$ cat config.mk
export PLATFORM = sky130hd
export DESIGN_NAME = bfhc_hdr
export DESIGN_NICKNAME = d
export VERILOG_FILES = /design/src/hdl/bfhc_pkg.sv /design/src/hdl/bfhc_hdr.sv
export SDC_FILE = /design/constraint.sdc
export NUM_CORES = 1
export LEC_CHECK = 0
export ABC_AREA = 1
export BUFFER_PORTS_ARGS = -buffer_cell sky130_fd_sc_hd__buf_2
export CAP_MARGIN = 20
export CORE_MARGIN = 4
export CORE_UTILIZATION = 50
export CTS_BUF_LIST = sky130_fd_sc_hd__clkbuf_4 sky130_fd_sc_hd__clkbuf_8
export CTS_CLUSTER_SIZE = 8
export DETAILED_ROUTE_END_ITERATION = 6
export PLACE_DENSITY = 0.76
export SYNTH_ARGS = -nofsm -noshare
export SYNTH_HDL_FRONTEND = slang
export SYNTH_SLANG_ARGS = --single-unit
$ cat constraint.sdc
create_clock -name clk -period 2.7 [get_ports clk]
set_input_delay 0.54 -clock clk [delete_from_list [all_inputs] [get_ports clk]]
set_output_delay 0.54 -clock clk [all_outputs]
set_load 0.005 [all_outputs]
$ cat src/hdl/bfhc_pkg.sv
// ---------------------------------------------------------------------------
// bfhc_pkg
// Shared types, constants and the known-type size lookup for the binary
// frame header checker.
// ---------------------------------------------------------------------------
package bfhc_pkg;

  // header geometry
  localparam int unsigned HDR_LEN    = 8;
  localparam int unsigned HDR_IDX_W  = $clog2(HDR_LEN);
  localparam int unsigned COUNT_W    = 8;
  localparam logic [COUNT_W-1:0] COUNT_MAX = '1;

  // configuration port
  localparam int unsigned CFG_INDEX_W = 8;
  localparam logic [CFG_INDEX_W-1:0] REG_EXPECTED_MAGIC   = 8'd0;
  localparam logic [CFG_INDEX_W-1:0] REG_EXPECTED_VERSION = 8'd1;
  localparam logic [7:0] MAGIC_RESET   = 8'hBA;
  localparam logic [7:0] VERSION_RESET = 8'h01;

  // result item packing
  localparam int unsigned OUT_TDATA_W = 64;

  // verdict codes
  typedef enum logic [2:0] {
    ST_OK      = 3'd0,
    ST_SHORT   = 3'd1,
    ST_MAGIC   = 3'd2,
    ST_VERSION = 3'd3,
    ST_TYPE    = 3'd4,
    ST_LENGTH  = 3'd5
  } status_t;

  // one result item; last member sits in the lowest bits
  typedef struct packed {
    logic [7:0]  body_length;
    logic [31:0] sequence_number;
    logic [7:0]  header_flags;
    logic [7:0]  message_type;
    status_t     status;
  } result_t;

  localparam int unsigned RESULT_W = $bits(result_t);

  // verdict handed from the header unit to the output stage
  typedef struct packed {
    logic    valid;
    result_t result;
  } verdict_t;

  // known message types and their exact frame sizes in bytes
  localparam int unsigned NUM_TYPES = 12;
  localparam logic [7:0] KNOWN_TYPE [NUM_TYPES] = '{
    8'h01, 8'h02, 8'h10, 8'h11, 8'h12, 8'h13,
    8'h14, 8'h15, 8'h20, 8'h30, 8'h31, 8'h40
  };
  localparam logic [7:0] KNOWN_SIZE [NUM_TYPES] = '{
    8'd32, 8'd92, 8'd60, 8'd60, 8'd24, 8'd32,
    8'd44, 8'd48, 8'd64, 8'd16, 8'd16, 8'd8
  };

  // frame size of a known type, zero for an unknown one
  function automatic logic [7:0] bfhc_size_of_type(input logic [7:0] type_byte);
    logic [7:0] size;
    size = '0;
    for (int i = 0; i < NUM_TYPES; i++) begin
      if (type_byte == KNOWN_TYPE[i]) size = size | KNOWN_SIZE[i];
    end
    return size;
  endfunction

endpackage

$ cat src/hdl/bfhc_hdr.sv
// ---------------------------------------------------------------------------
// bfhc_hdr
// Byte counter, header capture and end-of-frame verdict. The verdict is
// combinational from the stored header and the byte being consumed.
// ---------------------------------------------------------------------------
module bfhc_hdr
  import bfhc_pkg::*;
(
  input  logic       clk,
  input  logic       rst,
  input  logic       step,
  input  logic [7:0] data_byte,
  input  logic       last_byte,
  input  logic [7:0] expected_magic,
  input  logic [7:0] expected_version,
  output verdict_t   verdict
);

  logic [COUNT_W-1:0] byte_count;
  logic [COUNT_W-1:0] byte_count_next;
  logic [7:0]         header_store [HDR_LEN];
  logic [7:0]         hdr_eff      [HDR_LEN];
  logic               in_header;
  logic [7:0]         type_size;
  logic [31:0]        seq;

  // current byte still lands in the header
  assign in_header = (byte_count < COUNT_W'(HDR_LEN));

  // saturating count including the current byte
  assign byte_count_next = (byte_count == COUNT_MAX) ? COUNT_MAX : byte_count + 1'b1;

  // header as it stands once the current byte is captured
  always_comb begin
    for (int i = 0; i < HDR_LEN; i++) begin
      if (in_header && byte_count[HDR_IDX_W-1:0] == HDR_IDX_W'(i)) hdr_eff[i] = data_byte;
      else hdr_eff[i] = header_store[i];
    end
  end

  assign seq       = {hdr_eff[7], hdr_eff[6], hdr_eff[5], hdr_eff[4]};
  assign type_size = bfhc_size_of_type(hdr_eff[2]);

  // verdict, checks in priority order
  always_comb begin
    verdict       = '0;
    verdict.valid = last_byte;
    if (byte_count_next < COUNT_W'(HDR_LEN)) begin
      verdict.result.status = ST_SHORT;
    end else begin
      verdict.result.message_type    = hdr_eff[2];
      verdict.result.header_flags    = hdr_eff[3];
      verdict.result.sequence_number = seq;
      if (hdr_eff[0] != expected_magic) begin
        verdict.result.status = ST_MAGIC;
      end else if (hdr_eff[1] != expected_version) begin
        verdict.result.status = ST_VERSION;
      end else if (type_size == '0) begin
        verdict.result.status = ST_TYPE;
      end else if (byte_count_next != type_size) begin
        verdict.result.status = ST_LENGTH;
      end else begin
        verdict.result.status      = ST_OK;
        verdict.result.body_length = byte_count_next - COUNT_W'(HDR_LEN);
      end
    end
  end

  // counter and header store; both return to zero after each frame
  always_ff @(posedge clk) begin
    if (rst) begin
      byte_count <= '0;
      for (int i = 0; i < HDR_LEN; i++) header_store[i] <= '0;
    end else if (step) begin
      if (last_byte) begin
        byte_count <= '0;
        for (int i = 0; i < HDR_LEN; i++) header_store[i] <= '0;
      end else begin
        byte_count <= byte_count_next;
        for (int i = 0; i < HDR_LEN; i++) header_store[i] <= hdr_eff[i];
      end
    end
  end

endmodule

==> impl_results.md <==
* Status: complete, but fails checks
* Failing checks: setup timing
* Die W at 107 µm
* Initial antenna violation count at 0
* Worst relative slew slack at 54.1%
* Most used DFF post-synth: edfxtp_1
* Pleak at 3.52 nW
* Final instance area at 0.00679 mm²
* Cell count after synthesis at 641
* Nets at 858
* Kind of end point of the critical path: output pin
* Diode count at 0
* Critical Path AT at 2800 ps
* Hold Path Stages at 2
* Layout cells sized above 1 at 39.7%
* Worst R2R Setup Slack at 720 ps
* Final Critical Period at 3340 ps
* Final antenna-violating net count at 0
* Crit Path Class: reg -> out
* Initial core utilization at 52.0%
* Dpl hpwl at 9600 µm
* Simple-Gate Fraction of Synth Area at 32.4%
* Starting DRT DRC Count at 386
* Total grt overflow at 0
* Hold Path End: header_store[0][5]
* CP cell instances: inv_2 > ha_4 > inv_2 > nor2_4 > buf_6 > buf_6 > nand3_1 > nand2_2 > nand2_1 > inv_1 > nand2_1 > nor2_2 > nor2_4 > buf_4 > nand3_1 > nand2_1 > nor2_2 > nand2_2 > inv_2 > nand3_4 > nor2_2 > buf_2
* Final setup margin at -644 ps
* Post-synthesis average cell area at 7.60 µm²
* Root Driver: clkbuf_8
* First-pass GRT wire length at 23300 µm
* DRT Wirelength at 15100 µm
* # DRC at 0
* Part of the cycle the worst path needs at 124%
* Mapped cell area at 0.00487 mm²
* Vias per cell at 5.22
* Inserted Clock Buffers at 9
* Clock sinks at 72
* Crit path required time at 2160 ps
* Vias in the first global route at 4899
* Area delta synth->final at 39.3%
* Worst r2r src: byte_count[1]
* Row cnt at 35
* Post-synthesis compound-gate area fraction at 8.40%
* Synth warn at 0
* Fmax at 0.299 GHz
* CP max stage cell: dfxtp_2
* H-tree levels at 3
* Area share of fa/ha/maj cells after synthesis at 1.80%
* EDFF count, synth at 56
* Worst-Skew Late Latency at 350 ps
* WHS at 503 ps
* VDD IR max at 341 µV
* Peak per-stage delay on the critical path at 340 ps
* Worst slew pin tran at 687 ps
* Worst-path clk slew at 80 ps
* Core Region at 0.00937 mm²
* Flops & latches, synth at 72
* DR vias at 4993
* Setup repair after global routing missed its margin: yes
* Largest net degree at the start of global routing at 56
* Main combinational cell family by area after synthesis: simple AND/OR/NAND/NOR gates
* Min-Delay Path Class: reg -> reg
* Most common cell after layout, fill and taps aside: nor2_1
* DIE AREA at 0.0114 mm²
* P per Cell Area at 385 mW/mm²
* Hold Violations, Final at 0
* Crit-path max FO at 7
* Startpoint types: flip-flop
* Reg-to-Reg End: header_store[1][25]
* Reg2Reg Depth at 7
* Io pins at 88
* Cell variety after synth at 38
* Post-DP Area at 0.00601 mm²
* CTS tree: yes
* Gr usage total at 25.4%
* # port buffers at 85
* Clock tree buffer depth at 2
* Die Y at 107 µm
* Clk_skew at 12.8 ps
* GPL Wtd Cong at 0.927
* Mux cell area share after synthesis at 1.03%
* Final setup fails at 57
* Commonest non-fill, non-tap cells in the layout: 113 x nor2_1, 100 x buf_4, 91 x inv_1
* Routed WL per cell at 15.7 µm
* Slew Limit Fails at 0
* XOR/XNOR Fraction of Synth Area at 3.41%
* Hold path startpoint: header_store[0][5]
* Asr flop ratio synth at 0%
* Cts hold-fix bufs at 0
* Seq/Total Area, Yosys at 41.1%
* Max-cap violations at 0
* DR pass1 iterations at 7
[through the flow]
stage | setup TNS, ps | power (mW) | setup WS [ps] | utilization, % | instances
after floorplan | 0 | 1.51 | 1.78 | - | 642
after global placement | -1490 | 1.66 | -202 | 64.1 | 920
after detailed placement | -2980 | 1.67 | -382 | 64.1 | 920
after CTS | -17950 | 2.55 | -624 | 70.1 | 953
after global routing | -27260 | 2.70 | -901 | 72.4 | 957
final | -18520 | 2.61 | -644 | 72.4 | 957
[where the power goes]
group          leakage [nW]  internal [mW]  switching [mW]  total, mW
sequential            0.754           1.24          0.0198       1.26
combinational          2.67          0.195           0.283      0.478
clock                0.0933          0.427           0.441      0.868
[repair_timing]
item	4_1_cts	5_1_grt
resized for setup	53	45
endpoints found under the hold margin	0	0
cloned	6	0
pin swaps	35	32
setup endpoints to repair	57	57
buffers inserted	11	4
[registers in the layout, summed over array words and instances, names as in the netlist]
| signal | cells |
|---|---|
| byte_count | 8 |
| header_store | 64 |
[cell usage after synthesis, types with 2 or more instances]
| cell type | count | area (µm²) |
|---|---|---|
| nand3_2 | 3 | 30.0 |
| a21oi_1 | 43 | 215 |
| or2_2 | 8 | 50.1 |
| xor2_1 | 15 | 131 |
| nand3_1 | 31 | 155 |
| nor3_2 | 2 | 20.0 |
| nor2_1 | 125 | 469 |
| inv_2 | 7 | 26.3 |
| nand3_4 | 2 | 35.0 |
| nand2_2 | 9 | 56.3 |
| o32ai_1 | 7 | 61.3 |
| a21oi_2 | 3 | 26.3 |
| o21ai_0 | 4 | 20.0 |
| buf_4 | 3 | 22.5 |
| dfxtp_1 | 16 | 320 |
| nand2_1 | 96 | 360 |
| buf_6 | 9 | 101 |
| o22ai_1 | 6 | 37.5 |
| xnor2_1 | 4 | 35.0 |
| nor2_2 | 9 | 56.3 |
| clkbuf_1 | 15 | 56.3 |
| nor2_4 | 6 | 67.6 |
| o21ai_1 | 8 | 40.0 |
| nand4_1 | 4 | 25.0 |
| or2_1 | 34 | 213 |
| inv_1 | 95 | 357 |
| edfxtp_1 | 56 | 1680 |
| ha_1 | 7 | 87.6 |
| mux2i_1 | 5 | 50.1 |
[layer usage]
metal | part of all wire [%] | global-route usage [%]
met5 | 0 | 0
met4 | 3.0 | 7.76
met3 | 6.9 | 4.82
met2 | 51 | 46.1
met1 | 39 | 30.5
[critical path, delay by kind of cell, from the launching register on]
family,cells,cell delay [ps]
flip-flops,1,340
buffers and inverters,8,790
adder cells (fa/ha/maj),1,140
AND/OR/NAND/NOR,13,1180
[how the worst max path moves through the flow]
stage	startpoint	end	slack (ps)	cells after the start
2_1_floorplan	byte_count[0]	verdict[2]	2	21
3_3_place_gp	byte_count[0]	verdict[2]	-200	21
3_5_place_dp	byte_count[0]	verdict[58]	-380	21
4_1_cts	byte_count[0]	verdict[58]	-620	22
5_1_grt	byte_count[0]	verdict[58]	-900	22
6_report	byte_count[0]	verdict[54]	-640	22
[logic make-up after synthesis]
group                      Yosys count
buffers and inverters              131
muxes                                5
AOI/OAI and AO/OA                   72
other                                1
and+or+nand+nor                    334
DFF                                 72
adders and majority gates            7
xor gates and xnor gates            19
[cell type report]
class / count / area, µm²
clock inverters: 7 / 71.3
multi-input cells: 442 / 2680
flip-flops and latches: 72 / 2010
fillers: 699 / 2580
repair buffers: 194 / 1350
inverters: 103 / 392
repair inverters: 1 / 3.75
clock buffers: 9 / 124
well taps: 129 / 161
(Power assumes the default switching activity.)
